==> src/design/sitrt_pkg.sv <==
// Package for the signed integer to radix text core.
// Holds the shared constants, the job flag struct and the digit character function.
// No dependencies.
package sitrt_pkg;

	// Default sizes handed to the top level parameters.
	localparam int DEF_VALUE_WIDTH = 32;
	localparam int DEF_MAX_DIGITS  = 32;

	// Radix register.
	localparam int                RADIX_W     = 6;
	localparam logic [RADIX_W-1:0] RADIX_RESET = 6'd10;
	localparam logic [RADIX_W-1:0] RADIX_MIN   = 6'd2;
	localparam logic [RADIX_W-1:0] RADIX_MAX   = 6'd36;

	// Characters.
	localparam int               CHAR_W     = 8;
	localparam logic [CHAR_W-1:0] MINUS_CHAR = 8'h2D;
	localparam logic [CHAR_W-1:0] NUL_CHAR   = 8'h00;
	localparam logic [CHAR_W-1:0] ZERO_CHAR  = 8'h30;
	// 'a' minus ten, so that a digit of ten or more maps onto the letters.
	localparam logic [CHAR_W-1:0] ALPHA_BASE = 8'h57;
	localparam logic [RADIX_W-1:0] DEC_DIGITS = 6'd10;

	// Quotient bits resolved by the divider in one cycle.
	localparam int STEP_BITS = 8;

	// Depth of the job queue between the front and back parts.
	localparam int QUEUE_DEPTH = 2;

	// Per-job classification made at the front.
	typedef struct packed {
		logic               negative;
		logic               radix_ok;
		logic [RADIX_W-1:0] radix;
	} job_flags_t;

	localparam int FLAGS_W = $bits(job_flags_t);

	// Lower-case character of one digit value (0 to 35).
	function automatic logic [CHAR_W-1:0] digit_char(input logic [RADIX_W-1:0] digit);
		logic [CHAR_W-1:0] ext;
		ext = CHAR_W'(digit);
		if (digit < DEC_DIGITS) begin
			digit_char = ZERO_CHAR + ext;
		end else begin
			digit_char = ALPHA_BASE + ext;
		end
	endfunction

endpackage

==> src/design/sitrt_channels.sv <==
// Handshake channel interfaces of the signed integer to radix text core.
// Uses sitrt_pkg for the default value width and the character width.
interface sitrt_number_if #(parameter int VALUE_WIDTH = sitrt_pkg::DEF_VALUE_WIDTH);
	logic                          valid;
	logic                          ready;
	logic signed [VALUE_WIDTH-1:0] number;

	modport source (output valid, output number, input ready);
	modport sink   (input valid, input number, output ready);
endinterface

interface sitrt_text_if;
	logic                          valid;
	logic                          ready;
	logic [sitrt_pkg::CHAR_W-1:0]  text_char;
	logic                          is_last;

	modport source (output valid, output text_char, output is_last, input ready);
	modport sink   (input valid, input text_char, input is_last, output ready);
endinterface

==> src/design/signed_integer_to_radix_text_core.sv <==
// Signed integer to radix text: turns each signed number into lower-case ASCII
// text in the base held in the radix register (2 to 36, reset 10): an optional
// minus sign, the digits most significant first, then a NUL marked is_last. A
// radix outside 2 to 36 gives only the NUL. A front part takes numbers into a
// two-entry job queue; a back part works one job at a time. Per number the back
// part takes the job, finds the digits one after another in its shared divider
// (eight quotient bits per cycle), passes a settle state before the digit store
// is read, and then sends the characters, one per cycle while the receiver is
// ready. Depends on sitrt_pkg, the channel interfaces and submodules.
module signed_integer_to_radix_text_core #(
	parameter int VALUE_WIDTH = sitrt_pkg::DEF_VALUE_WIDTH,
	parameter int MAX_DIGITS  = sitrt_pkg::DEF_MAX_DIGITS
) (
	input  logic                          clk,
	input  logic                          arst_n,
	sitrt_number_if.sink                  number_ch,
	sitrt_text_if.source                  text_ch,
	input  logic                          radix_we,
	input  logic [sitrt_pkg::RADIX_W-1:0] radix_wdata
);
	import sitrt_pkg::*;

	localparam int JOB_W = VALUE_WIDTH + FLAGS_W;

	logic                   job_push;
	logic [VALUE_WIDTH-1:0] push_mag;
	job_flags_t             push_flags;
	logic                   queue_full;
	logic                   job_pop;
	logic                   job_valid;
	logic [JOB_W-1:0]       pop_data;
	logic [VALUE_WIDTH-1:0] pop_mag;
	job_flags_t             pop_flags;

	// Accept and classify.
	sitrt_front #(
		.VALUE_WIDTH (VALUE_WIDTH)
	) u_front (
		.clk         (clk),
		.arst_n      (arst_n),
		.number_ch   (number_ch),
		.radix_we    (radix_we),
		.radix_wdata (radix_wdata),
		.queue_full  (queue_full),
		.job_push    (job_push),
		.job_mag     (push_mag),
		.job_flags   (push_flags)
	);

	// Job queue between the two parts.
	sitrt_queue #(
		.DATA_W (JOB_W)
	) u_queue (
		.clk       (clk),
		.arst_n    (arst_n),
		.push      (job_push),
		.push_data ({push_mag, push_flags}),
		.full      (queue_full),
		.pop       (job_pop),
		.pop_data  (pop_data),
		.not_empty (job_valid)
	);

	assign pop_mag   = pop_data[JOB_W-1:FLAGS_W];
	assign pop_flags = pop_data[FLAGS_W-1:0];

	// Divide and send the text.
	sitrt_back #(
		.VALUE_WIDTH (VALUE_WIDTH),
		.MAX_DIGITS  (MAX_DIGITS)
	) u_back (
		.clk       (clk),
		.arst_n    (arst_n),
		.job_valid (job_valid),
		.job_mag   (pop_mag),
		.job_flags (pop_flags),
		.job_pop   (job_pop),
		.text_ch   (text_ch)
	);

endmodule

==> src/design/sitrt_queue.sv <==
// Short job queue between the front and back parts.
// Uses sitrt_pkg for the queue depth.
module sitrt_queue #(
	parameter int DATA_W = 40
) (
	input  logic              clk,
	input  logic              arst_n,
	input  logic              push,
	input  logic [DATA_W-1:0] push_data,
	output logic              full,
	input  logic              pop,
	output logic [DATA_W-1:0] pop_data,
	output logic              not_empty
);
	import sitrt_pkg::*;

	localparam int PW = (QUEUE_DEPTH > 1) ? $clog2(QUEUE_DEPTH) : 1;
	localparam int CW = $clog2(QUEUE_DEPTH + 1);

	logic [DATA_W-1:0] entry_q [QUEUE_DEPTH];
	logic [PW-1:0]     wr_ptr_q;
	logic [PW-1:0]     rd_ptr_q;
	logic [CW-1:0]     count_q;
	logic              do_push;
	logic              do_pop;

	assign full      = (count_q == CW'(QUEUE_DEPTH));
	assign not_empty = (count_q != '0);
	assign do_push   = push && !full;
	assign do_pop    = pop && not_empty;
	assign pop_data  = entry_q[rd_ptr_q];

	// Storage of the queued jobs.
	always_ff @(posedge clk) begin
		if (do_push) begin
			entry_q[wr_ptr_q] <= push_data;
		end
	end

	// Pointers wrap over the queue depth; the fill count follows pushes and pops.
	always_ff @(posedge clk or negedge arst_n) begin
		if (!arst_n) begin
			wr_ptr_q <= '0;
			rd_ptr_q <= '0;
			count_q  <= '0;
		end else begin
			if (do_push) begin
				wr_ptr_q <= (wr_ptr_q == PW'(QUEUE_DEPTH - 1)) ? '0 : wr_ptr_q + PW'(1);
			end
			if (do_pop) begin
				rd_ptr_q <= (rd_ptr_q == PW'(QUEUE_DEPTH - 1)) ? '0 : rd_ptr_q + PW'(1);
			end
			if (do_push && !do_pop) begin
				count_q <= count_q + CW'(1);
			end else if (do_pop && !do_push) begin
				count_q <= count_q - CW'(1);
			end
		end
	end

endmodule

==> src/design/sitrt_front.sv <==
// Front part: holds the radix register, accepts numbers and classifies them.
// Uses sitrt_pkg and the sitrt_number_if channel; feeds the job queue.
module sitrt_front #(
	parameter int VALUE_WIDTH = sitrt_pkg::DEF_VALUE_WIDTH
) (
	input  logic                          clk,
	input  logic                          arst_n,
	sitrt_number_if.sink                  number_ch,
	input  logic                          radix_we,
	input  logic [sitrt_pkg::RADIX_W-1:0] radix_wdata,
	input  logic                          queue_full,
	output logic                          job_push,
	output logic [VALUE_WIDTH-1:0]        job_mag,
	output sitrt_pkg::job_flags_t         job_flags
);
	import sitrt_pkg::*;

	logic [RADIX_W-1:0]     radix_q;
	logic [VALUE_WIDTH-1:0] raw;

	// Radix register; the user must write it only while the block is idle, the block does not enforce this.
	always_ff @(posedge clk or negedge arst_n) begin
		if (!arst_n) begin
			radix_q <= RADIX_RESET;
		end else if (radix_we) begin
			radix_q <= radix_wdata;
		end
	end

	// A number is taken whenever the queue has room.
	assign number_ch.ready = !queue_full;
	assign job_push        = number_ch.valid && !queue_full;

	// Split the value into sign and unsigned magnitude; the most negative
	// value keeps its full magnitude because the result is read unsigned.
	assign raw                = VALUE_WIDTH'(number_ch.number);
	assign job_flags.negative = raw[VALUE_WIDTH-1];
	assign job_mag            = raw[VALUE_WIDTH-1] ? (~raw + VALUE_WIDTH'(1)) : raw;
	assign job_flags.radix_ok = (radix_q >= RADIX_MIN) && (radix_q <= RADIX_MAX);
	assign job_flags.radix    = radix_q;

endmodule

==> src/design/sitrt_back.sv <==
// Back part: divides the magnitude by the radix a digit at a time, stores the
// digits and then sends the text. Uses sitrt_pkg and the sitrt_text_if channel.
module sitrt_back #(
	parameter int VALUE_WIDTH = sitrt_pkg::DEF_VALUE_WIDTH,
	parameter int MAX_DIGITS  = sitrt_pkg::DEF_MAX_DIGITS
) (
	input  logic                   clk,
	input  logic                   arst_n,
	input  logic                   job_valid,
	input  logic [VALUE_WIDTH-1:0] job_mag,
	input  sitrt_pkg::job_flags_t  job_flags,
	output logic                   job_pop,
	sitrt_text_if.source           text_ch
);
	import sitrt_pkg::*;

	// Dividend padded to whole divider steps.
	localparam int PADW   = ((VALUE_WIDTH + STEP_BITS - 1) / STEP_BITS) * STEP_BITS;
	localparam int NSTEPS = PADW / STEP_BITS;
	localparam int SW     = (NSTEPS > 1) ? $clog2(NSTEPS) : 1;
	localparam int AW     = $clog2(MAX_DIGITS);
	localparam int CW     = $clog2(MAX_DIGITS + 1);

	typedef enum logic [2:0] {
		ST_IDLE,
		ST_DIV,
		ST_SETTLE,
		ST_SIGN,
		ST_DIGITS,
		ST_TERM
	} state_t;

	state_t             state_q;
	logic [PADW-1:0]    div_q;
	logic [RADIX_W-1:0] rem_q;
	logic [RADIX_W-1:0] radix_q;
	logic               negative_q;
	logic [SW-1:0]      step_q;
	logic [CW-1:0]      count_q;
	logic [AW-1:0]      rd_addr_q;
	logic [AW-1:0]      rd_addr_next;
	logic [CHAR_W-1:0]  rdata_q;
	logic               out_valid_q;
	logic [CHAR_W-1:0]  out_char_q;
	logic               out_last_q;

	logic [CHAR_W-1:0]  digit_mem [MAX_DIGITS];

	logic [PADW-1:0]    quo_next;
	logic [RADIX_W-1:0] rem_next;
	logic [CW-1:0]      count_inc;
	logic               last_step;
	logic               more_digits;
	logic               can_load;
	logic               out_load;
	logic               mem_we;

	// Restoring division, STEP_BITS quotient bits per cycle; the quotient
	// bits shift into the bottom of the dividend register.
	always_comb begin
		logic [RADIX_W:0]   trial;
		logic [RADIX_W-1:0] r;
		logic [PADW-1:0]    d;
		r = rem_q;
		d = div_q;
		for (int i = 0; i < STEP_BITS; i++) begin
			trial = {r, d[PADW-1]};
			d     = {d[PADW-2:0], 1'b0};
			if (trial >= {1'b0, radix_q}) begin
				r    = RADIX_W'(trial - {1'b0, radix_q});
				d[0] = 1'b1;
			end else begin
				r = trial[RADIX_W-1:0];
			end
		end
		quo_next = d;
		rem_next = r;
	end

	assign last_step   = (state_q == ST_DIV) && (step_q == SW'(NSTEPS - 1));
	assign count_inc   = count_q + CW'(1);
	assign more_digits = (quo_next != '0) && (count_inc < CW'(MAX_DIGITS));
	assign can_load    = !out_valid_q || text_ch.ready;
	assign out_load    = can_load && ((state_q == ST_SIGN) || (state_q == ST_DIGITS) ||
		(state_q == ST_TERM));
	assign mem_we      = last_step;
	assign job_pop     = (state_q == ST_IDLE) && job_valid;

	// Read address for the next cycle; the digits go out from the top down.
	always_comb begin
		rd_addr_next = rd_addr_q;
		if (last_step && !more_digits) begin
			rd_addr_next = count_q[AW-1:0];
		end else if (state_q == ST_DIGITS && can_load && rd_addr_q != '0) begin
			rd_addr_next = rd_addr_q - AW'(1);
		end
	end

	// Digit store: written once per digit, read with a registered port.
	always_ff @(posedge clk) begin
		if (mem_we) begin
			digit_mem[count_q[AW-1:0]] <= digit_char(rem_next);
		end
		rdata_q <= digit_mem[rd_addr_next];
	end

	// Sequencer with the divider registers and the output register.
	always_ff @(posedge clk or negedge arst_n) begin
		if (!arst_n) begin
			state_q     <= ST_IDLE;
			div_q       <= '0;
			rem_q       <= '0;
			radix_q     <= RADIX_RESET;
			negative_q  <= 1'b0;
			step_q      <= '0;
			count_q     <= '0;
			rd_addr_q   <= '0;
			out_valid_q <= 1'b0;
			out_char_q  <= NUL_CHAR;
			out_last_q  <= 1'b0;
		end else begin
			rd_addr_q <= rd_addr_next;
			if (out_load) begin
				out_valid_q <= 1'b1;
			end else if (text_ch.ready) begin
				out_valid_q <= 1'b0;
			end
			unique case (state_q)
				ST_IDLE: begin
					if (job_valid) begin
						div_q      <= PADW'(job_mag);
						rem_q      <= '0;
						radix_q    <= job_flags.radix;
						negative_q <= job_flags.negative;
						step_q     <= '0;
						count_q    <= '0;
						state_q    <= job_flags.radix_ok ? ST_DIV : ST_TERM;
					end
				end
				ST_DIV: begin
					if (last_step) begin
						count_q <= count_inc;
						step_q  <= '0;
						rem_q   <= '0;
						div_q   <= quo_next;
						if (!more_digits) begin
							state_q <= ST_SETTLE;
						end
					end else begin
						step_q <= step_q + SW'(1);
						div_q  <= quo_next;
						rem_q  <= rem_next;
					end
				end
				ST_SETTLE: begin
					// The last digit written is readable from this cycle on.
					state_q <= negative_q ? ST_SIGN : ST_DIGITS;
				end
				ST_SIGN: begin
					if (can_load) begin
						out_char_q  <= MINUS_CHAR;
						out_last_q  <= 1'b0;
						state_q     <= ST_DIGITS;
					end
				end
				ST_DIGITS: begin
					if (can_load) begin
						out_char_q  <= rdata_q;
						out_last_q  <= 1'b0;
						if (rd_addr_q == '0) begin
							state_q <= ST_TERM;
						end
					end
				end
				ST_TERM: begin
					if (can_load) begin
						out_char_q  <= NUL_CHAR;
						out_last_q  <= 1'b1;
						state_q     <= ST_IDLE;
					end
				end
				default: begin
					state_q <= ST_IDLE;
				end
			endcase
		end
	end

	assign text_ch.valid     = out_valid_q;
	assign text_ch.text_char = out_char_q;
	assign text_ch.is_last   = out_last_q;

endmodule

==> src/flat_wrapper.sv <==
// flat-port wrapper written by rule: the top's interface ports become plain ports
module signed_integer_to_radix_text_core_flat import sitrt_pkg::*;
#(
	parameter int VALUE_WIDTH = sitrt_pkg::DEF_VALUE_WIDTH,
	parameter int MAX_DIGITS  = sitrt_pkg::DEF_MAX_DIGITS
)
  (clk, arst_n, radix_we, radix_wdata, number_ch_valid, number_ch_number, number_ch_ready, text_ch_valid, text_ch_text_char, text_ch_is_last, text_ch_ready);
  sitrt_number_if #(.VALUE_WIDTH(VALUE_WIDTH)) number_ch_i ();
  sitrt_text_if text_ch_i ();
  input  logic clk;
  input  logic arst_n;
  input  logic radix_we;
  input  logic [sitrt_pkg::RADIX_W-1:0] radix_wdata;
  input wire logic [$bits(number_ch_i.valid)-1:0] number_ch_valid;
  input wire logic [$bits(number_ch_i.number)-1:0] number_ch_number;
  output wire logic [$bits(number_ch_i.ready)-1:0] number_ch_ready;
  output wire logic [$bits(text_ch_i.valid)-1:0] text_ch_valid;
  output wire logic [$bits(text_ch_i.text_char)-1:0] text_ch_text_char;
  output wire logic [$bits(text_ch_i.is_last)-1:0] text_ch_is_last;
  input wire logic [$bits(text_ch_i.ready)-1:0] text_ch_ready;
  assign number_ch_i.valid = number_ch_valid;
  assign number_ch_i.number = number_ch_number;
  assign number_ch_ready = number_ch_i.ready;
  assign text_ch_valid = text_ch_i.valid;
  assign text_ch_text_char = text_ch_i.text_char;
  assign text_ch_is_last = text_ch_i.is_last;
  assign text_ch_i.ready = text_ch_ready;
  signed_integer_to_radix_text_core #(.VALUE_WIDTH(VALUE_WIDTH), .MAX_DIGITS(MAX_DIGITS)) u_core (.clk(clk), .arst_n(arst_n), .number_ch(number_ch_i), .text_ch(text_ch_i), .radix_we(radix_we), .radix_wdata(radix_wdata));
endmodule
==> config.mk <==
export PLATFORM = sky130hd
export DESIGN_NAME = signed_integer_to_radix_text_core_flat
export DESIGN_NICKNAME = d
export VERILOG_FILES = /design/src/design/sitrt_pkg.sv /design/src/design/sitrt_channels.sv /design/src/design/signed_integer_to_radix_text_core.sv /design/src/design/sitrt_queue.sv /design/src/design/sitrt_front.sv /design/src/design/sitrt_back.sv /design/src/flat_wrapper.sv
export SDC_FILE = /design/constraint.sdc
export NUM_CORES = 1
export LEC_CHECK = 0
export ABC_AREA = 1
export ABC_CLOCK_PERIOD_IN_PS = 19500
export BUFFER_PORTS_ARGS = -buffer_cell sky130_fd_sc_hd__buf_4
export CORE_MARGIN = 3
export CORE_UTILIZATION = 32
export CTS_BUF_LIST = sky130_fd_sc_hd__clkbuf_8
export CTS_CLUSTER_DIAMETER = 150
export DETAILED_ROUTE_END_ITERATION = 10
export PLACE_DENSITY = 0.52
export SYNTH_ARGS = -nofsm -noshare
export SYNTH_HDL_FRONTEND = slang
export SYNTH_SLANG_ARGS = --single-unit
==> constraint.sdc <==
create_clock -name clk -period 19.5 [get_ports clk]
set_clock_uncertainty 0.15 [all_clocks]
set_input_delay 3.9 -clock clk [delete_from_list [all_inputs] [get_ports clk]]
set_output_delay 3.9 -clock clk [all_outputs]
set_load 0.1 [all_outputs]
Yosys cells after proc, flatten, opt, wreduce, memory -nomap -nowiden
Memory sizes are Yosys's and may differ from the RTL's. A register that Yosys moved wholly into a read port is not among the register bits.
Cells that the tools add are included.

cells by class
  multipliers = 0
  $lt $le $gt $ge = 12
  shift-type cells = 0
  reduce and logical (&&, ||, !) cells = 38
  eq/ne operators = 15
  divide/modulo/power cells = 0
  add/sub/neg operators = 18
  mux-type cells = 58
  bitwise logic cells = 1

operator list
  cell                                                                   number
  6-bit two-way mux                                                      11
  32-bit two-way mux                                                     2
  32-bit one-hot mux with 2 select lines                                 1
  7-bit by 6-bit greater-or-equal comparator with 1-bit output           8
  6-bit subtractor                                                       8
  8-bit two-way mux                                                      5
  32-bit by 1-bit adder with 32-bit output, second input constant        1
  32-bit NOT                                                             1
  32-bit nonzero test                                                    1
  3-bit two-way mux                                                      9
  6-bit one-hot mux with 2 select lines                                  2
  8-bit one-hot mux with 3 select lines                                  1
  1-bit two-way mux                                                      18
  3-bit one-hot mux with 6 select lines                                  1
  1-bit logical AND                                                      13
  2-bit != test, second input constant                                   6
  5-bit two-way mux                                                      2
  2-bit nonzero test                                                     5
  7-bit by 6-bit adder with 8-bit output, first input constant           1
  2-bit two-way mux                                                      4
  6-bit by 6-bit adder with 7-bit output, first input constant           1
  7-bit AND reduction                                                    1
  6-bit by 1-bit adder with 6-bit output, second input constant          1
  3-bit by 2-bit equality test with 1-bit output, second input constant  2
  24 further kinds                                                       37

storage, ports and cells
  latch bits = 0
  input port bits = 43
  memories kept = 2
  memory bits (read-only) = 0
  bits in writable memories = 336
  register bits after elaboration = 81
  output and inout port bits = 11
  logic and storage cells = 159

memories
  name                     depth  width  read ports  clocked after memory_dff  wr ports  RTL line           source
  u_core.u_back.digit_mem  32     8      1           1                         1         sitrt_back.sv:47   logic [CHAR_W-1:0] digit_mem [MAX_DIGITS];
  u_core.u_queue.entry_q   2      40     1           0                         1         sitrt_queue.sv:20  logic [DATA_W-1:0] entry_q [QUEUE_DEPTH];

Longest topological paths before layout
Gate-level depths: netlist (run 1).

  word-level depth = 21
  mapped depth = 95
  mapped depth without buffers = 91

Hierarchy
From an unflattened synthesis (run 1), not the netlist that was laid out.

unflattened totals
  cells, all modules = 2448
  area total of the unflattened synthesis = 22607.9 µm²

by module, submodules not included
  module       cells each  instances  area each (µm²)
  sitrt_back   1953        1          17700.7
  sitrt_queue  241         1          3624.7
  sitrt_front  254         1          1282.5

Worst setup path before layout (run 1)
No wires, ideal clock.

  kind = reg-to-reg
  start point = register u_core.u_back.radix_q[1]
  end point = memory u_core.u_back.digit_mem[0][6] (data pin)
  setup slack = 5.159 ns
  data required time = 18.883 ns
  period minus slack after synthesis = 14.341 ns
  arrival = 13.724 ns
  cell stages (with the launch flop) = 85
  setup time = 0.467 ns
  buffers on the path = 3
  cells stage by stage = dfstp_2 > inv_1 > ha_1 > nand2_1 > nor2_1 > nand3_2 > nand3_4 > nand2_1 > nand2_1 > ha_1 > nand2_1 > nor2_1 > a21oi_1 > inv_1 > nor2_8 > nand3_4 > nand2_1 > nand2_1 > (+49 left out) > o21a_1 > nand3_2 > inv_1 > nand2_1 > o21ai_0 > ha_1 > a21oi_1 > o21ai_0 > a21oi_1 > o21bai_1 > o21a_1 > nor2_1 > nand3_1 > buf_2 > o21ai_0 > inv_1 > ha_1 > a211oi_1

between the ends
  cells in the longest elaborated chain, start to end = 19
  elaborated cells between the ends (all ways) = 29
  those cells by class = 10 x add/sub; 9 x order compare; 10 x mux

RTL lines
  item                                                                                              RTL line                            source
  from (decl)                                                                                       sitrt_back.sv:36                    logic [RADIX_W-1:0] radix_q;
  from (signal assigned)                                                                            sitrt_back.sv:133                   radix_q <= job_flags.radix;
  6-bit subtractor or 7-bit by 6-bit greater-or-equal comparator with 1-bit output (tied branches)  sitrt_back.sv:70, sitrt_back.sv:69
  6-bit two-way mux                                                                                 sitrt_back.sv:69                    if (trial >= {1'b0, radix_q}) begin
  6-bit subtractor or 7-bit by 6-bit greater-or-equal comparator with 1-bit output (tied branches)  sitrt_back.sv:70, sitrt_back.sv:69
  6-bit two-way mux                                                                                 sitrt_back.sv:69
  6-bit subtractor or 7-bit by 6-bit greater-or-equal comparator with 1-bit output (tied branches)  sitrt_back.sv:70, sitrt_back.sv:69
  6-bit two-way mux                                                                                 sitrt_back.sv:69
  6-bit subtractor or 7-bit by 6-bit greater-or-equal comparator with 1-bit output (tied branches)  sitrt_back.sv:70, sitrt_back.sv:69
  6-bit two-way mux                                                                                 sitrt_back.sv:69
  (+3 left out)                                                                                     --
  6-bit two-way mux                                                                                 sitrt_back.sv:69
  6-bit subtractor or 7-bit by 6-bit greater-or-equal comparator with 1-bit output (tied branches)  sitrt_back.sv:70, sitrt_back.sv:69
  6-bit two-way mux                                                                                 sitrt_back.sv:69
  6-bit subtractor or 7-bit by 6-bit greater-or-equal comparator with 1-bit output (tied branches)  sitrt_back.sv:70, sitrt_back.sv:69
  6-bit two-way mux (*)                                                                             sitrt_back.sv:69
  7-bit by 6-bit adder with 8-bit output, or another cell as far along                              sitrt_pkg.sv:47                     digit_char = ALPHA_BASE + ext;
  8-bit two-way mux (*)                                                                             sitrt_pkg.sv:44                     if (digit < DEC_DIGITS) begin
  8-bit two-way mux (*)                                                                             sitrt_back.sv:101                   if (mem_we) begin
  to (decl)                                                                                         sitrt_back.sv:47

Every way passes the cells marked *; elsewhere a longest branch is shown, timed or not. The select of a mux whose other input is x is not followed.

Worst setup path in the final report (run 1)
  start point = register u_core.u_back.radix_q[1]
  end point = register u_core.u_back.rdata_q[4], read port of u_core.u_back.digit_mem

between the ends
  cells in the longest elaborated chain, start to end = 21
  elaborated cells between the ends (all ways) = 35
  those cells by class = 7 x add/sub; 8 x order compare; 16 x mux; 4 x reduce/logical

RTL lines
  item                                                                                              RTL line                            source
  6-bit subtractor or 7-bit by 6-bit greater-or-equal comparator with 1-bit output (tied branches)  sitrt_back.sv:70, sitrt_back.sv:69
  6-bit two-way mux                                                                                 sitrt_back.sv:69
  6-bit subtractor or 7-bit by 6-bit greater-or-equal comparator with 1-bit output (tied branches)  sitrt_back.sv:70, sitrt_back.sv:69
  6-bit two-way mux                                                                                 sitrt_back.sv:69
  6-bit subtractor or 7-bit by 6-bit greater-or-equal comparator with 1-bit output (tied branches)  sitrt_back.sv:70, sitrt_back.sv:69
  6-bit two-way mux                                                                                 sitrt_back.sv:69
  6-bit subtractor or 7-bit by 6-bit greater-or-equal comparator with 1-bit output (tied branches)  sitrt_back.sv:70, sitrt_back.sv:69
  6-bit two-way mux                                                                                 sitrt_back.sv:69
  (+5 left out)                                                                                     --
  6-bit two-way mux                                                                                 sitrt_back.sv:69
  7-bit by 6-bit greater-or-equal comparator with 1-bit output                                      sitrt_back.sv:69
  1-bit two-way mux                                                                                 sitrt_back.sv:69
  32-bit nonzero test (*)                                                                           sitrt_back.sv:82                    assign more_digits = (quo_next != '0) && (count_inc < CW'(MAX_DIGITS));
  1-bit logical AND (*)                                                                             sitrt_back.sv:82
  1-bit logical NOT (*)                                                                             --
  1-bit logical AND (*)                                                                             sitrt_back.sv:92                    if (last_step && !more_digits) begin
  5-bit two-way mux (*)                                                                             sitrt_back.sv:92
  to (decl)                                                                                         sitrt_back.sv:42                    logic [CHAR_W-1:0] rdata_q;

Every way passes the cells marked *; elsewhere a longest branch is shown, timed or not.
A chain may end at the register's enable or synchronous reset.

==> results of run 1 <==
[layout make-up]
| type | instances | area (um^2) | area share [%] |
|---|---|---|---|
| Clock buffer | 77 | 1060 | 4.38 |
| Clock inverter | 53 | 218 | 0.900 |
| Inverter | 400 | 1500 | 6.21 |
| Multi-Input combinational cell | 1369 | 7490 | 31.0 |
| Sequential cell | 425 | 12300 | 50.8 |
| Tap cell | 864 | 1080 | 4.47 |
| Timing Repair Buffer | 75 | 563 | 2.33 |
[Yosys cell counts, types with 20 or more instances]
| cell | number |
|---|---|
| a31oi_1 | 20 |
| nor3_1 | 20 |
| xnor2_1 | 29 |
| buf_2 | 31 |
| a21oi_1 | 42 |
| o21ai_0 | 56 |
| nand3_1 | 320 |
| inv_1 | 393 |
| nand4_1 | 24 |
| ha_1 | 60 |
| xor2_1 | 38 |
| nor2_1 | 127 |
| edfxtp_1 | 336 |
| clkbuf_1 | 33 |
| dfrtp_1 | 77 |
| nand2_1 | 494 |
[power groups by stage]
stage	logic (mW)	clock network, mW	registers, mW
after detailed placement	0.0933	0	1.05
after global placement	0.0918	0	1.05
after floorplan	0.0511	0	1.06
after global routing	0.102	0.793	1.04
after CTS	0.0937	0.748	1.04
final	0.0912	0.726	1.04
[worst max path at each step]
stage	startpoint	endpoint	slack, ns	cells after the start
floorplan	u_core.u_back.radix_q[1]	u_core.u_back.digit_mem[0][6]	5.16	84
global placement	u_core.u_back.radix_q[3]	u_core.u_back.rdata_q[1]	3.83	88
detailed placement	u_core.u_back.radix_q[1]	u_core.u_back.rdata_q[1]	3.26	88
CTS	u_core.u_back.radix_q[1]	u_core.u_back.rdata_q[1]	3.24	88
global route	u_core.u_back.radix_q[1]	u_core.u_back.rdata_q[3]	1.34	90
finish	u_core.u_back.radix_q[1]	u_core.u_back.rdata_q[4]	3.13	88
[stage by stage]
step / std cells / total power, mW / hold slack (ns) / setup WS (ns) / cell area, um^2
6_report: 3263 / 1.85 / 0.330 / 3.13 / 24200
3_5_place_dp: 3133 / 1.15 / 0.323 / 3.26 / 22900
3_3_place_gp: 3133 / 1.15 / 0.312 / 3.83 / 22900
5_1_grt: 3263 / 1.93 / 0.350 / 1.34 / 24200
2_1_floorplan: 2275 / 1.11 / 0.283 / 5.16 / 21600
4_1_cts: 3263 / 1.88 / 0.332 / 3.24 / 24200
[worst max-delay path, delay by kind of cell (launching register included)]
family                     cells  cell delay [ns]
DFF                            1             0.73
adders and majority gates      8             2.68
AOI/OAI and AO/OA             31             4.90
buffers and inverters          9             1.77
and+or+nand+nor               40             6.04
[registers in the layout, summed over array words and instances, names as in the netlist, 2 cells and up]
register and flops:
u_core.u_back.count_q 6, u_core.u_back.digit_mem 256, u_core.u_back.div_q 32, u_core.u_back.radix_q 6, u_core.u_back.rd_addr_q 5, u_core.u_back.rdata_q 8, u_core.u_back.rem_q 6, u_core.u_back.state_q 3
u_core.u_back.step_q 2, u_core.u_back.text_ch.text_char 8, u_core.u_front.radix_q 6, u_core.u_queue.count_q 2, u_core.u_queue.entry_q 80
[kinds of logic (layout without fill, tap and decap cells)]
family | after synthesis | count (layout) | synth area share [%]
and+or+nand+nor | 1031 | 1031 | 21.3
xor gates and xnor gates | 67 | 67 | 2.72
adders and majority gates | 68 | 68 | 4.22
muxes | 10 | 10 | 0.463
DFF | 425 | 425 | 56.9
AOI/OAI and AO/OA | 193 | 193 | 5.65
buffers and inverters | 481 | 605 | 8.82
[per-layer routing]
metal / part of all wire (%) / wire length [um]
met1: 45 / 26000
met2: 47 / 27300
met3: 5.1 / 2970
met4: 3.1 / 1810
met5: 0 / 0
==> flow_metrics.tcl, run 1 <==
set metrics [dict create \
    status "finished, final reports clean" \
    dp_hpwl_mm 38.3 \
    fillers 6756 \
    switching_share_pct 23.8 \
    use_met1_pct 21.7 \
    core_area_mm2 0.0663 \
    cts.sinks 425 \
    htree_levels 3 \
    rsz0062_at_grt "false" \
    die_h_um 266 \
    min-delay-start "u_core.u_front.radix_q[5]" \
    finalHoldViolCount 0 \
    clk_pin_slew_ns 0.06 \
    intPower_mw 1.41 \
    cts-root-buf "clkbuf_8" \
    worstSkewPairLatency_ns 0.64 \
    ir_drop_mv 0.0521 \
    antenna_left 0 \
    ys.flop_type "edfxtp_1" \
    finalSetupTns_ns 0 \
    final_layout_size_suffix_gt1_share_pct 9.09 \
    start_kind "register" \
    post_cts_buffers 0 \
    grt_overflow 0 \
    setup_violations 0 \
    switchingPower_uw 441 \
    drv_slew 0 \
    io_pins 54 \
    min_period_ns 16.37 \
    end_kind "register" \
    cts_tree "yes" \
    grt_pass1_wl_mm 90.6 \
    synth_edf_count 336 \
    r2r_start "u_core.u_back.radix_q[1]" \
    yosysTopAreaCellShare_pct 46.7 \
    maxCapViolCount 0 \
    antenna_found_initial 0 \
    use_met3_pct 3.20 \
    postLayoutCoreUtil_pct 36.5 \
    wl_mm 58.1 \
    cts_made_buffers 72 \
    rrSetupSlack_ns 3.13 \
    clockBufferDepth 3 \
    cpMaxStageDelayCell "nand2_2" \
    grt.total_usage_pct 16.5 \
    ys_seq_area_share_pct 56.9 \
    worstReg2RegEnd "u_core.u_back.rdata_q[4]" \
    synth_fp_nets 2386 \
    synth.largest_area_cell "edfxtp_1" \
    final_common_cell "nand2_1" \
    io_buffers 53 \
    grt_pass1_vias 15700 \
    worstSetupPathType "register to register" \
    start_util_pct 32.6 \
    layout_common_cells "nand2_1 (493), inv_1 (428), edfxtp_1 (336)" \
    tightest_slew_ns 1.18 \
    grt.met2_usage_pct 27.4 \
    dieWidth_um 266 \
    synth_area_mm2 0.0216 \
    syn2layout_area_growth_pct 12.0 \
    leakagePower_nw 10.5 \
    gp_congestion 0.869 \
    seqPwrFrac_pct 55.9 \
    ys_types 55 \
    worst-endpoint-required_ns 19.88 \
    vias 15800 \
    synthCells 2275 \
    clkPwrFrac_pct 39.2 \
    drt_iter0_markers 1075 \
    top_usage_layer "met2" \
    whs_path_depth 0 \
    power_density_mw_per_mm2 76.6 \
    critPathMaxStageDelay_ns 0.78 \
    post_cts_resized 0 \
    synth.area.top_cells "edfxtp_1 (47%), dfrtp_1 (8.9%), nand2_1 (8.6%)" \
    reg2reg_depth 88 \
    wl_per_cell_um 17.8 \
    crit_fanout 57 \
    dieArea_mm2 0.0706 \
    power_frac_comb_pct 4.9 \
    slew_headroom_pct 21.0 \
    crit_arrival_ns 16.76 \
    cts.hold.buffers_added 0 \
    hp-class "register to register" \
    nets 2454 \
    grt_max_degree 97 \
    holdPathEnd "u_core.u_queue.entry_q[0][5]" \
    cp_common_cell "nand2_1" \
    async_flop_share_pct 19.1 \
    drc 0 \
    diodes 0 \
    synth.avg_cell_area_um2 9.49 \
    yosysWarningCount 0 \
    fmax_ghz 0.0611 \
    ys_seq_elements 425 \
    post-route-period-util_pct 84.0 \
    firstDrtPassIters 8 \
    viasPerCell 4.83 \
    rows 94 \
]
(Power assumes the default switching activity.)
==> run 2: changes to the inputs <==
--- a/config.mk
+++ b/config.mk
@@ -6,7 +6,7 @@
 export NUM_CORES = 1
 export LEC_CHECK = 0
 export ABC_AREA = 1
-export ABC_CLOCK_PERIOD_IN_PS = 19500
+export ABC_CLOCK_PERIOD_IN_PS = 16200
 export BUFFER_PORTS_ARGS = -buffer_cell sky130_fd_sc_hd__buf_4
 export CORE_MARGIN = 3
 export CORE_UTILIZATION = 32
==> constraint.sdc (replaced) <==
create_clock -name clk -period 16.2 [get_ports clk]
set_clock_uncertainty 0.15 [all_clocks]
set_input_delay 3.24 -clock clk [delete_from_list [all_inputs] [get_ports clk]]
set_output_delay 3.24 -clock clk [all_outputs]
set_load 0.1 [all_outputs]
==> run 2 against run 1 <==
Global-route usage grew 0.19 points. Total power up 21%. Final cell count increased by 1.4%. Non-clock buffer count grew 39. Utilization increased by 1.2 points. Critical path depth decreased by 2. Clock power increased by 23%. Combinational power up 20%. First-iteration DRC count rose by 3.2%. Critical endpoint is now u_core.u_back.rdata_q[2]. Highest routed layer unchanged.
==> flow_metrics.tcl, run 2 (synthesized netlist as in run 1, its figures left out) <==
set metrics [dict create \
    layout_common_cells "nand2_1 (488), inv_1 (422), edfxtp_1 (336)" \
    switchingPower_uw 540 \
    dp_slack_ns 0.583 \
    end_kind "register" \
    grt_pass1_wl_mm 91.6 \
    fillers 6710 \
    cpMaxStageDelayCell "dfstp_2" \
    syn2layout_area_growth_pct 15.7 \
    grt_overflow 0 \
    final_common_cell "nand2_1" \
    die_h_um 266 \
    wl_per_cell_um 18.5 \
    io_pins 54 \
    wl_mm 61.3 \
    grt_max_degree 90 \
    leakagePower_nw 10.8 \
    antenna_found_initial 1 \
    nets 2497 \
    viasPerCell 4.91 \
    slew_headroom_pct 25.8 \
    dieWidth_um 266 \
    grt_pass1_vias 15800 \
    cts_made_buffers 73 \
    hp-class "register to register" \
    cts_tree "yes" \
    critPathMaxStageDelay_ns 0.56 \
    vias 16200 \
    ir_drop_mv 0.0580 \
    start_util_pct 32.6 \
    post-route-period-util_pct 90.7 \
    drv_slew 0 \
    rsz0062_at_grt "false" \
    worst-endpoint-required_ns 16.66 \
    tightest_slew_ns 1.11 \
    setup_violations 0 \
    finalHoldViolCount 0 \
    maxCapViolCount 0 \
    largest_reg_flops 256 \
    cp_common_cell "nand2_1" \
    switching_share_pct 24.0 \
    dieArea_mm2 0.0706 \
    power_frac_comb_pct 4.9 \
    drc 0 \
    dp_hpwl_mm 38.9 \
    cts.sinks 425 \
    firstDrtPassIters 5 \
    clk_pin_slew_ns 0.06 \
    htree_levels 3 \
    cts.hold.buffers_added 0 \
    fin_ws_ns 1.50 \
    antenna_left 0 \
    fmax_ghz 0.0680 \
    crit_family "compound AO/OA/AOI/OAI gates" \
    start_kind "register" \
    clockBufferDepth 3 \
    worstSetupPathType "register to register" \
    worstSkewPairLatency_ns 0.66 \
    grt.total_usage_pct 16.7 \
    crit_buf_inv 11 \
    rows 94 \
    gp_congestion 0.914 \
    cts-root-buf "clkbuf_8" \
    core_area_mm2 0.0663 \
    clkPwrFrac_pct 39.6 \
    drt_iter0_markers 1109 \
    final_layout_size_suffix_gt1_share_pct 11.4 \
    crit_arrival_ns 15.15 \
    intPower_mw 1.71 \
    seqPwrFrac_pct 55.5 \
    min_period_ns 14.70 \
    io_buffers 53 \
    status "finished, final reports clean" \
    crit_fanout 32 \
    finalSetupTns_ns 0 \
    power_density_mw_per_mm2 90.0 \
]
[run 2: path summary, 6_finish.rpt]
path | from | to | slack [ns] | depth (start not counted)
setup / recovery | u_core.u_back.radix_q[3] | u_core.u_back.rdata_q[2] | 1.50 | 86
hold / removal | u_core.u_front.radix_q[2] | u_core.u_queue.entry_q[1][2] | 0.33 | 0
setup reg to reg | u_core.u_back.radix_q[3] | u_core.u_back.rdata_q[2] | 1.50 | 86
hold reg to reg | u_core.u_front.radix_q[2] | u_core.u_queue.entry_q[1][2] | 0.33 | 0
max in group asynchronous | arst_n | u_core.u_back.div_q[3] | 12.38 | 2
min in group asynchronous | arst_n | u_core.u_back.div_q[13] | 2.34 | 1
[run 2: cell type report]
type                            count  area (um^2)  share of cell area [%]
Multi-Input combinational cell   1372         7720                    30.9
Tap cell                          864         1080                    4.33
Clock inverter                     55          248                   0.992
Clock buffer                       78         1070                    4.30
Antenna cell                        1         2.50                  0.0100
Inverter                          400         1510                    6.06
Sequential cell                   425        12300                    49.2
Timing Repair Buffer              114         1060                    4.25
[run 2: power by group through the flow]
stage / Sequential [mW] / Combinational (mW) / Clock [mW]
CTS: 1.25 / 0.112 / 0.912
finish: 1.25 / 0.109 / 0.890
global placement: 1.27 / 0.110 / 0
global route: 1.25 / 0.122 / 0.968
floorplan: 1.27 / 0.0615 / 0
detailed placement: 1.27 / 0.112 / 0
[run 2: through the flow]
stage	total power, mW	hold WS (ns)	utilization, %	cells	instance area (um^2)
2_1_floorplan	1.33	0.283	-	2275	21600
3_3_place_gp	1.38	0.309	34.7	3141	23000
3_5_place_dp	1.38	0.310	34.7	3141	23000
4_1_cts	2.27	0.323	36.7	3274	24300
5_1_grt	2.34	0.335	37.7	3309	25000
6_report	2.25	0.329	37.7	3309	25000
[run 2: timing repair]
action	in CTS	in global routing
endpoints found under the setup margin	0	269
gates resized for setup	0	71
setup buffers	0	27
[run 2: routing by layer]
| metal | part of all wire (%) | global-route usage (%) | vias to the layer above |
|---|---|---|---|
| met4 | 2.6 | 5.14 | 0 |
| li1 | - | - | 7797 |
| met1 | 44 | 21.2 | 7859 |
| met5 | 0 | 0 | - |
| met2 | 49 | 28.7 | 463 |
| met3 | 5.2 | 3.29 | 115 |
==> run 3: changes to the inputs <==
--- a/config.mk
+++ b/config.mk
@@ -13,7 +13,9 @@
 export CTS_BUF_LIST = sky130_fd_sc_hd__clkbuf_8
 export CTS_CLUSTER_DIAMETER = 150
 export DETAILED_ROUTE_END_ITERATION = 10
+export GPL_ROUTABILITY_DRIVEN = 1
 export PLACE_DENSITY = 0.52
 export SYNTH_ARGS = -nofsm -noshare
 export SYNTH_HDL_FRONTEND = slang
+export SYNTH_HIERARCHICAL = 1
 export SYNTH_SLANG_ARGS = --single-unit
==> run 3 against run 2 <==
Wire length rose by 2.5%. Fmax fell by 1.6%. Critical path depth unchanged. Non-clock buffer count is 8 lower. Largest cell class unchanged. Combinational power is 46% higher.
==> flow_metrics.tcl, run 3 <==
set metrics [dict create \
    cts_made_buffers 74 \
    io_buffers 53 \
    antenna_found_initial 0 \
    synth_area_mm2 0.0226 \
    worstSkewPairLatency_ns 0.64 \
    cpMaxStageDelayCell "dfstp_4" \
    critPathMaxStageDelay_ns 0.72 \
    r2r_start "u_core/u_back/radix_q[1]" \
    end_kind "register" \
    crit_arrival_ns 15.27 \
    die_h_um 272 \
    tightest_slew_ns 1.07 \
    cts.hold.buffers_added 0 \
    post-route-period-util_pct 92.2 \
    rrSetupSlack_ns 1.26 \
    syn2layout_area_growth_pct 14.4 \
    htree_levels 3 \
    ir_drop_mv 0.0405 \
    antenna_left 0 \
    largest_reg_flops 256 \
    synth.largest_area_cell "edfxtp_1" \
    seqPwrFrac_pct 53.6 \
    wl_per_cell_um 17.8 \
    final_common_cell "nand2_1" \
    synth_common_cells "nand2_1 (564), inv_1 (425), nand3_1 (342)" \
    core_area_mm2 0.0693 \
    dp_slack_ns 0.495 \
    synth_edf_count 336 \
    clk_pin_slew_ns 0.06 \
    drv_slew 0 \
    multiInputGateArea_mm2 0.00842 \
    ys.flop_type "edfxtp_1" \
    gp_congestion 0.880 \
    vias 16900 \
    hp-class "register to register" \
    crit_fanout 13 \
    synth.avg_cell_area_um2 9.24 \
    fin_ws_ns 1.26 \
    ys_seq_elements 425 \
    worstReg2RegEnd "u_core/u_back/digit_mem[20][6]" \
    start_kind "register" \
    place_inst 3383 \
    finalSetupTns_ns 0 \
    yosysWarningCount 6 \
    grt_overflow 0 \
    dp_hpwl_mm 41.8 \
    worstSetupPathType "register to register" \
    maxCapViolCount 0 \
    synth.most_common_cell "nand2_1" \
    grt_pass1_wl_mm 96.7 \
    clkPwrFrac_pct 39.6 \
    power_frac_comb_pct 6.8 \
    fillers 6961 \
    synthCells 2448 \
    worst-endpoint-required_ns 16.53 \
    status "finished, final reports clean" \
    intPower_mw 1.78 \
    async_flop_share_pct 19.1 \
    final-seq-area_mm2 0.0123 \
    drt_iter0_markers 1171 \
    dieArea_mm2 0.0739 \
    cp_common_cell "nand2_1" \
    holdPathEnd "u_core/u_queue/entry_q[0][0]" \
    dieWidth_um 272 \
    viasPerCell 4.79 \
    synth_fp_nets 2559 \
    whs_path_depth 0 \
    fmax_ghz 0.0669 \
    ys_seq_area_share_pct 54.3 \
    clockBufferDepth 3 \
    io_pins 54 \
    grt.total_usage_pct 16.7 \
    min_period_ns 14.94 \
    power_density_mw_per_mm2 91.1 \
    cts_tree "yes" \
    hold_slack_ns 0.321 \
    diodes 0 \
    rows 96 \
    fin_cells 3537 \
    setup_violations 0 \
    nets 2659 \
    firstDrtPassIters 5 \
    grt_pass1_vias 16900 \
    grt_max_degree 78 \
    min-delay-start "u_core/u_front/radix_q[0]" \
    cts.sinks 425 \
    cts-root-buf "clkbuf_8" \
    drc 0 \
    finalHoldViolCount 0 \
    final_layout_size_suffix_gt1_share_pct 14.0 \
    crit_path_start "u_core/u_back/radix_q[1]" \
    synth.area.top_cells "edfxtp_1 (45%), nand2_1 (9.4%), dfrtp_1 (8.5%)" \
    ys_types 58 \
    switchingPower_uw 576 \
    layout_common_cells "nand2_1 (562), inv_1 (455), nand3_1 (341)" \
    wl_mm 62.8 \
    leakagePower_nw 11.3 \
    yosysTopAreaCellShare_pct 44.6 \
    slew_headroom_pct 28.1 \
    start_util_pct 32.6 \
    switching_share_pct 24.4 \
    reg2reg_depth 86 \
]
[run 3: changes by cell type after synthesis, sizes merged, moves of 6 or more]
cell    delta
a221oi    +20
nand4     -12
inv       +37
nor3       +6
a31oi     -15
nand3     +20
o21ai     +24
xnor2     -10
nand2    +156
mux2i      -9
a21oi     -12
o22ai     -11
[run 3: stage by stage]
stage / utilization, % / power [mW] / area (um^2)
detailed placement: 34.7 / 1.45 / 24100
CTS: 36.7 / 2.39 / 25500
global placement: 34.7 / 1.44 / 24100
global route: 37.3 / 2.46 / 25900
finish: 37.3 / 2.35 / 25900
floorplan: - / 1.39 / 22600
[run 3: worst max-delay path: cells and delay by family (launching register included)]
kind,cells,cell delay (ns)
compound gates,31,5.34
simple gates,32,3.90
fa+ha+maj,8,2.67
buf+inv,15,1.97
flops,1,0.72
[run 3: cell families (layout without fill, tap and decap cells)]
group,after synthesis,count (layout),synth area share [%]
multiplexers,2,3,0.0941
adder cells (fa/ha/maj),68,68,4.03
AO/OA/AOI/OAI,186,187,5.25
flip-flops,425,425,54.3
XOR/XNOR,52,52,2.01
buffers and inverters,520,675,9.57
AND/OR/NAND/NOR,1195,1196,24.7
[run 3: how the worst max path moves through the flow]
stage / to / slack, ns / depth (start not counted)
final: u_core/u_back/digit_mem[20][6] / 1.26 / 86
after global routing: u_core/u_back/digit_mem[22][6] / -0.05 / 87
after CTS: u_core/u_back/digit_mem[23][3] / 0.46 / 82
after detailed placement: u_core/u_back/digit_mem[23][3] / 0.49 / 82
after global placement: u_core/u_back/digit_mem[22][3] / 1.04 / 84
after floorplan: u_core/u_back/digit_mem[0][6] / 1.86 / 80
[run 3: power groups by stage]
| stage | clock network [mW] | registers, mW | logic, mW |
|---|---|---|---|
| global placement | 0 | 1.28 | 0.160 |
| finish | 0.933 | 1.26 | 0.159 |
| global route | 1.02 | 1.27 | 0.179 |
| floorplan | 0 | 1.29 | 0.103 |
| detailed placement | 0 | 1.29 | 0.163 |
| CTS | 0.965 | 1.26 | 0.164 |
[run 3: what timing repair did]
item                       in CTS  in global routing
setup endpoints to repair       0                265
buffers inserted                0                 16
resized for setup               0                 42
[run 3: cell type report]
cell class | instances | share of cell area (%)
clock buffer | 81 | 4.31
clock inverter | 53 | 1.05
inverter | 435 | 6.37
multi-input combinational | 1506 | 32.5
sequential | 425 | 47.5
tap | 931 | 4.50
timing repair buffer | 106 | 3.72
[run 3: per-layer routing]
metal  part of all wire, %  up-vias  global-route usage, %
met4                   3.0        0                   5.24
met1                    44     8171                   22.0
li1                      -     8206                      -
met2                    48      450                   28.0
met5                     0        -                      0
met3                   4.7      108                   2.94
